**config.mk**
```make
export PLATFORM = sky130hd
export DESIGN_NAME = gabc_cell
export DESIGN_NICKNAME = d
export VERILOG_FILES = /design/src/rtl/global_alignment_best_cell_core_defines.svh /design/src/rtl/gabc_pkg.sv /design/src/rtl/gabc_cell.sv
export SDC_FILE = /design/constraint.sdc
export NUM_CORES = 1
export LEC_CHECK = 0
export ABC_AREA = 1
export BUFFER_PORTS_ARGS = -buffer_cell sky130_fd_sc_hd__buf_4
export CAP_MARGIN = 20
export CORE_ASPECT_RATIO = 1.2
export CORE_UTILIZATION = 54
export DETAILED_ROUTE_END_ITERATION = 8
export MAX_ROUTING_LAYER = met4
export PLACE_DENSITY = 0.82
export SYNTH_ARGS = -nofsm -noshare
export SYNTH_HDL_FRONTEND = slang
export SYNTH_SLANG_ARGS = --single-unit
```
**constraint.sdc**
```tcl
create_clock -name clk -period 8.5 [get_ports clk]
set_clock_uncertainty 0.2 [all_clocks]
set_input_delay 0.425 -clock clk [delete_from_list [all_inputs] [get_ports clk]]
set_output_delay 0.425 -clock clk [all_outputs]
set_load 0.01 [all_outputs]
```
**src/rtl/global_alignment_best_cell_core_defines.svh**
```systemverilog
// Assertion macros for the global alignment best cell core.
`ifndef GLOBAL_ALIGNMENT_BEST_CELL_CORE_DEFINES_SVH
`define GLOBAL_ALIGNMENT_BEST_CELL_CORE_DEFINES_SVH

`ifndef NO_ASSERTIONS

// pre holds at an edge: post holds at the same edge
`define GABC_ASSERT_IMP(name, clk, rst_n, pre, post) \
	name: assert property (@(posedge clk) disable iff (!rst_n) (pre) |-> (post)) \
		else $error("gabc: same-cycle check failed");

// pre holds at an edge: post holds at the next edge
`define GABC_ASSERT_NXT(name, clk, rst_n, pre, post) \
	name: assert property (@(posedge clk) disable iff (!rst_n) (pre) |=> (post)) \
		else $error("gabc: next-cycle check failed");

`else

`define GABC_ASSERT_IMP(name, clk, rst_n, pre, post)
`define GABC_ASSERT_NXT(name, clk, rst_n, pre, post)

`endif

`endif

```
**src/rtl/gabc_pkg.sv**
```systemverilog
`timescale 1ns / 1ps

package gabc_pkg;

	localparam int MAX_LEN_DEF = 64;

	localparam logic [1:0] CFG_MATCH    = 2'd0;
	localparam logic [1:0] CFG_MISMATCH = 2'd1;
	localparam logic [1:0] CFG_GAP      = 2'd2;

	localparam logic signed [4:0] MATCH_RST    = 5'sd2;
	localparam logic signed [4:0] MISMATCH_RST = -5'sd6;
	localparam logic signed [4:0] GAP_RST      = -5'sd4;

	typedef struct packed {
		logic       mode;
		logic [7:0] base;
		logic       last;
	} in_t;

	typedef struct packed {
		logic [6:0]  best_row;
		logic [6:0]  best_column;
		logic [11:0] best_score;
		logic        overflow;
	} out_t;

	// query row traveling down the chain
	typedef struct packed {
		logic       v;
		logic       last;
		logic [7:0] q;
	} lane_t;

	// broadcast controls from the sequencer to every cell
	typedef struct packed {
		logic              start;
		logic              ref_we;
		logic [7:0]        ref_base;
		logic signed [4:0] match;
		logic signed [4:0] mismatch;
		logic signed [4:0] gap;
	} ctl_t;

endpackage

```
**src/rtl/gabc_cell.sv**
```systemverilog
`timescale 1ns / 1ps

module gabc_cell #(
	parameter int J  = 1,
	parameter int IW = 7,
	parameter int SW = 13
) (
	input  logic                  clk,
	input  logic                  arst_n,
	input  gabc_pkg::ctl_t        ctl,
	input  logic [IW-1:0]         cols,
	input  logic [IW-1:0]         ref_idx,
	input  gabc_pkg::lane_t       lane_in,
	input  logic signed [SW-1:0]  h_in,
	input  logic signed [SW-1:0]  d_in,
	input  logic signed [SW-1:0]  rb_score_in,
	input  logic [IW-1:0]         rb_col_in,
	output gabc_pkg::lane_t       lane_out,
	output logic signed [SW-1:0]  h_out,
	output logic signed [SW-1:0]  d_out,
	output logic signed [SW-1:0]  rb_score_out,
	output logic [IW-1:0]         rb_col_out
);

	localparam logic [IW-1:0]        COL   = IW'(J);
	localparam logic [IW-1:0]        PREV  = IW'(J - 1);
	localparam logic signed [SW-1:0] COL_S = SW'(J);

	logic [7:0]           ref_q;
	logic signed [SW-1:0] up_q;
	gabc_pkg::lane_t      lane_s1;
	logic signed [SW-1:0] h_s1;
	logic signed [SW-1:0] d_s1;
	logic signed [SW-1:0] rb_score_s1;
	logic [IW-1:0]        rb_col_s1;

	logic signed [SW-1:0] match_x;
	logic signed [SW-1:0] mismatch_x;
	logic signed [SW-1:0] gap_x;
	logic signed [SW-1:0] up_init;
	logic signed [SW-1:0] diag;
	logic signed [SW-1:0] from_up;
	logic signed [SW-1:0] from_left;
	logic signed [SW-1:0] h_new;
	logic                 active;
	logic                 take;

	assign match_x    = {{(SW-5){ctl.match[4]}}, ctl.match};
	assign mismatch_x = {{(SW-5){ctl.mismatch[4]}}, ctl.mismatch};
	assign gap_x      = {{(SW-5){ctl.gap[4]}}, ctl.gap};
	assign up_init    = COL_S * gap_x;

	assign diag      = d_in + ((lane_in.q == ref_q) ? match_x : mismatch_x);
	assign from_up   = up_q + gap_x;
	assign from_left = h_in + gap_x;

	always_comb begin
		h_new = diag;
		if (from_up > h_new) begin
			h_new = from_up;
		end
		if (from_left > h_new) begin
			h_new = from_left;
		end
	end

	assign active = (COL <= cols);
	assign take   = active && (h_new > rb_score_in);

	always_ff @(posedge clk) begin
		if (ctl.ref_we && (ref_idx == PREV)) begin
			ref_q <= ctl.ref_base;
		end
		if (ctl.start) begin
			up_q <= up_init;
		end else if (lane_in.v) begin
			up_q <= h_new;
		end
		h_s1        <= h_new;
		d_s1        <= up_q;
		rb_score_s1 <= take ? h_new : rb_score_in;
		rb_col_s1   <= take ? COL : rb_col_in;
	end

	always_ff @(posedge clk or negedge arst_n) begin
		if (!arst_n) begin
			lane_s1 <= '0;
		end else begin
			lane_s1 <= lane_in;
		end
	end

	assign lane_out     = lane_s1;
	assign h_out        = h_s1;
	assign d_out        = d_s1;
	assign rb_score_out = rb_score_s1;
	assign rb_col_out   = rb_col_s1;

endmodule

```
# Word-level counts from Yosys, hierarchy flattened
# Index checks and enable logic that the tools add are counted.
[word_totals]
ramBits = 0
word_cells = 27
latch_bits = 0
input_bits = 97
rom_bits = 0
mem_count = 0
reg_bits = 77
out_inout_bits = 56
[classes]
n_reduce_logical = 4
mul = 0
n_lt_le_gt_ge = 4
addsub = 3
eq_ne = 1
div_mod_pow = 0
shifts = 0
bitwise = 0
n_mux = 6
[ops]
columns = ["operator", "n"]
rows = [
  ["13-bit two-way mux", 6],
  ["13-bit greater-than comparator", 3],
  ["13-bit by 5-bit adder with 13-bit output", 2],
  ["13-bit adder", 1],
  ["8-bit == test", 1],
  ["1-bit by 7-bit less-or-equal comparator with 1-bit output, first input constant", 1],
  ["7-bit zero test", 1],
  ["1-bit logical AND", 2],
  ["2-bit nonzero test", 1],
]

# Depth between registers and ports, before layout
[logic_depth]
ltp_word = 10
ltp_mapped = 54

# Worst setup path before layout
# No wires, ideal clock.
[synth_timing]
kind = "input to register"
from = "in lane_in[3] (netlist bit)"
to = "reg rb_col_s1[0] (netlist: rb_col_out[0])"
path_slack_ns = 1.205
n_path_buf = 3
stages = 50
t_arrival_ns = 6.972
cell_sequence = "xnor2_1 > nand2_1 > nor2_1 > nand4_1 > o21ai_1 > ha_1 > nand2_1 > inv_1 > nand2_1 > nand2_1 > a21oi_1 > o21ai_0 > xor2_1 > inv_1 > ha_1 > nand2_1 > nor2_1 > nor3b_1 > [... 14 more ...] > o21ai_0 > nand2_1 > xnor2_1 > nand2_1 > clkbuf_2 > or2_2 > and2_1 > ha_1 > a21oi_1 > o21ai_0 > a21oi_1 > nor2_1 > nor2_1 > o311ai_0 > nand2_1 > inv_1 > buf_2 > or2_2"
[synth_via]
elab_chain_cells = 9
[synth_lines]
columns = ["element", "line", "rtl"]
rows = [
  ["start: declaration", "gabc_cell.sv:13", "input gabc_pkg::lane_t lane_in,"],
  ["8-bit == test (*)", "gabc_cell.sv:53", "assign diag = d_in + ((lane_in.q == ref_q) ? match_x : mismatch_x);"],
  ["13-bit two-way mux (*)", "gabc_cell.sv:53", ""],
  ["13-bit adder (*)", "gabc_cell.sv:53", ""],
  ["13-bit greater-than comparator", "gabc_cell.sv:59", "if (from_up > h_new) begin"],
  ["13-bit two-way mux (*)", "gabc_cell.sv:59", ""],
  ["13-bit greater-than comparator", "gabc_cell.sv:62", "if (from_left > h_new) begin"],
  ["13-bit two-way mux (*)", "gabc_cell.sv:62", ""],
  ["named net h_new[2]", "gabc_cell.sv:44", "logic signed [SW-1:0] h_new;"],
  ["13-bit greater-than comparator (*)", "gabc_cell.sv:68", "assign take = active && (h_new > rb_score_in);"],
  ["1-bit logical AND (*)", "gabc_cell.sv:68", ""],
  ["end signal: assignment", "gabc_cell.sv:82", "rb_col_s1 <= take ? COL : rb_col_in;"],
  ["end: declaration", "gabc_cell.sv:35", "logic [IW-1:0] rb_col_s1;"],
]
# Mark *: on every way through the listed nets, which the timed path passes. The rest lies on a longest branch.
# A chain may end at the register's enable or synchronous reset.

# Worst setup path after layout
[layout_timing]
from = "reg ref_q[2]"
to = "reg rb_score_s1[5] (netlist: rb_score_out[5])"
[layout_via]
elab_chain_cells = 10
[layout_lines]
columns = ["element", "line", "rtl"]
rows = [
  ["start: declaration", "gabc_cell.sv:29", "logic [7:0] ref_q;"],
  ["start signal: assignment", "gabc_cell.sv:72", "ref_q <= ctl.ref_base;"],
  ["8-bit == test (*)", "gabc_cell.sv:53", ""],
  ["13-bit two-way mux (*)", "gabc_cell.sv:53", ""],
  ["13-bit adder (*)", "gabc_cell.sv:53", ""],
  ["13-bit greater-than comparator", "gabc_cell.sv:59", ""],
  ["13-bit two-way mux (*)", "gabc_cell.sv:59", ""],
  ["13-bit greater-than comparator", "gabc_cell.sv:62", ""],
  ["13-bit two-way mux (*)", "gabc_cell.sv:62", ""],
  ["named net h_new[8]", "gabc_cell.sv:44", ""],
  ["13-bit greater-than comparator (*)", "gabc_cell.sv:68", ""],
  ["1-bit logical AND (*)", "gabc_cell.sv:68", ""],
  ["13-bit two-way mux (*)", "gabc_cell.sv:81", "rb_score_s1 <= take ? h_new : rb_score_in;"],
  ["end signal: assignment", "gabc_cell.sv:81", ""],
  ["end: declaration", "gabc_cell.sv:34", "logic signed [SW-1:0] rb_score_s1;"],
]
# Marks and branches as above.

==> results.yml <==
clocking:
  cts_buffers: 9
  cts_tree: "done"
  root_buffer: "clkbuf_16"
  h-tree-depth: 3
  clkTransAtPathRegs_ns: 0.06
  worstSkewPairLatency_ns: 0.33
  clock-sinks: 77
  cts_buffer_depth: 2
grt:
  overflow: 0
  grt_pass1_wl_um: 24400
  antenna_found_initial: 0
  grt_max_degree: 20
  grt_use_total_pct: 30.1
  grt_pass1_vias: 5266
yosys:
  synth-async-reset-ratio_pct: 13.0
  ys_seq_area_share_pct: 31.8
  ys_ff_latch: 77
  synth_nets: 898
  syn_inst: 725
  synth_area_per_cell_um2: 7.81
  synthFlopType: "dfxtp_1"
  syn_area_um2: 5670
  yosys_warnings: 0
  yosysUniqueCellTypes: 43
  synth-edff-count: 21
die:
  core_um2: 10100
  die_h_um: 114
  die_w_um: 95.5
  fp-row-count: 40
  start_util_pct: 56.0
  dieArea_um2: 10900
  io_pins: 153
sta:
  setup_tns_ns: 0
  fmax_mhz: 127
  worst_pin_slew_ns: 0.571
  slew_violations: 0
  finalHoldViolCount: 0
  max_slew_margin_pct: 61.9
  setup_violations: 0
  timing.final.crit_share_pct: 92.5
  fin_ws_ns: 0.636
  fin_crit_ns: 7.86
routing:
  dr.max_layer_used: "met4"
  met1Wirelength_um: 6650
  viasPerCell: 5.36
  wl_met3_um: 840
  ant_nets: 0
  wl_um: 16000
  wl_per_cell_um: 15.6
  drtPass1Iterations: 5
  drtIter0Drc: 251
  wl_met2_um: 8050
  drc: 0
  vias: 5506
finish:
  layout.cells.non_filler: 1028
  fin_nets: 1070
  area_growth_pct: 30.9
  fillers: 752
  n_antenna_cell: 0
  drive_gt1_share_pct: 25.8
  final_util_pct: 73.4
worst_setup_path:
  critical_path_required_ns: 8.53
  critical_path.most_common_cell: "nand2_1"
  critPathMaxStageDelay_ns: 0.40
  reg2reg_from: "ref_q[2]$_DFFE_PP_"
  endpoint_kind: "flop"
  cp_max_fo: 13
  slowest_stage: "edfxtp_1"
  worstReg2RegEnd: "rb_score_out[5]$_DFF_P_"
  start_kind: "flop"
  reg2reg_slack_ns: 0.64
  worstSetupEndpoint: "rb_score_out[5]$_DFF_P_"
  worst-setup-path-type: "flop to flop"
  setup.worst_path.start: "ref_q[2]$_DFFE_PP_"
  reg2reg_depth: 49
  cp.arrival_ns: 7.89
placed_design:
  gp_congestion: 0.957
  dp_cells: 998
  pre_cts_ws_ns: -0.0675
  port_buffers: 152
  place_hpwl_um: 12800
flow_run:
  drv_cap: 0
run_status:
  outcome: "completed"
worst_hold_path:
  worstHoldPathType: "primary input to flop"
[routing by layer]
| layer | vias up | global-route usage, % |
|---|---|---|
| met4 | 0 | 12.1 |
| li1 | 2746 | - |
| met1 | 2515 | 35.1 |
| met5 | - | - |
| met2 | 206 | 51.8 |
| met3 | 39 | 4.12 |
[cells by family after synthesis]
family                     synth area share (%)
AOI/OAI and AO/OA                          7.44
xor gates and xnor gates                   5.87
adders and majority gates                  17.2
buffers and inverters                      7.00
DFF                                        31.8
muxes                                     0.596
and+or+nand+nor                            30.1
[synth_stat cells, drive strengths merged (16+ instances only)]
library cell  instances  area (um2)
dfxtp                46         921
xor2                 16         140
a21oi                46         238
edfxtp               21         631
nand3                75         438
nor2                 34         133
xnor2                22         193
and2                 23         144
nand2               191         762
inv                  88         330
nand4                16         100
ha                   73         913
[worst max-delay path, delay by kind of cell, from the launching register on]
family                     cells  cell delay (ns)
xor gates and xnor gates       3             0.56
adders and majority gates      4             1.39
buffers and inverters          7             0.91
DFF                            1             0.40
and+or+nand+nor               27             2.90
AOI/OAI and AO/OA              7             1.10
muxes                          1             0.27
[area by class of cell]
type                       count  area [um2]  area share, %
sequential                    77        1800           24.3
clock buffer                  11         243           3.27
clock inverter                 5        58.8          0.793
tap                          126         158           2.13
timing repair buffer         169        1300           17.6
inverter                      88         330           4.45
multi-input combinational    552        3520           47.5
[through the flow]
stage | hold slack [ns] | area, um2
2_1_floorplan | -0.0706 | 5670
3_3_place_gp | 0.0530 | 6930
3_5_place_dp | 0.0537 | 6930
4_1_cts | 0.00487 | 7260
5_1_grt | 0.00265 | 7420
6_report | 0.0137 | 7420
[repair_timing]
action                                  4_1_cts  5_1_grt
endpoints found under the setup margin       10       20
pin swaps                                     0        6
cloned                                        0        1
buffers inserted                              1       10
endpoints found under the hold margin        11        0
resized for setup                             0       14
hold buffers                                  2        0
[worst min path at each step]
stage / from / endpoint / slack [ns] / depth (start not counted)
2_1_floorplan: arst_n / lane_out[0]$_DFF_PN0_ / -0.07 / 0
3_3_place_gp: arst_n / lane_out[2]$_DFF_PN0_ / 0.05 / 1
3_5_place_dp: arst_n / lane_out[2]$_DFF_PN0_ / 0.05 / 1
4_1_cts: lane_in[9] / lane_out[9]$_DFF_PN0_ / 0.005 / 1
5_1_grt: lane_in[9] / lane_out[9]$_DFF_PN0_ / 0.003 / 1
6_report: lane_in[9] / lane_out[9]$_DFF_PN0_ / 0.01 / 1
[sequential cells by signal, indices dropped and copies added, names as in the netlist]
name,flops
d_out,13
h_out,13
rb_col_out,7
ref_q,8
up_q,13
lane_out,10
rb_score_out,13
[cell usage in the layout, fill, tap and decap left out, drive strengths merged, types with 3 or more instances in the layout]
cell / count
or2: 8
mux2: 3
inv: 89
buf: 167
xor2: 16
ha: 73
clkbuf: 11
nand3: 75
o21ai: 14
nand2: 192
dfxtp: 46
nor3: 4
o21bai: 7
edfxtp: 21
dfrtp: 10
nand4: 16
a21oi: 46
xnor2: 22
nor4: 4
and2: 23
fa: 3
nor2: 34
Power is left out: the tool's default activity adds up to more than one toggle a clock period on the data nets, which glitch-free logic cannot reach.
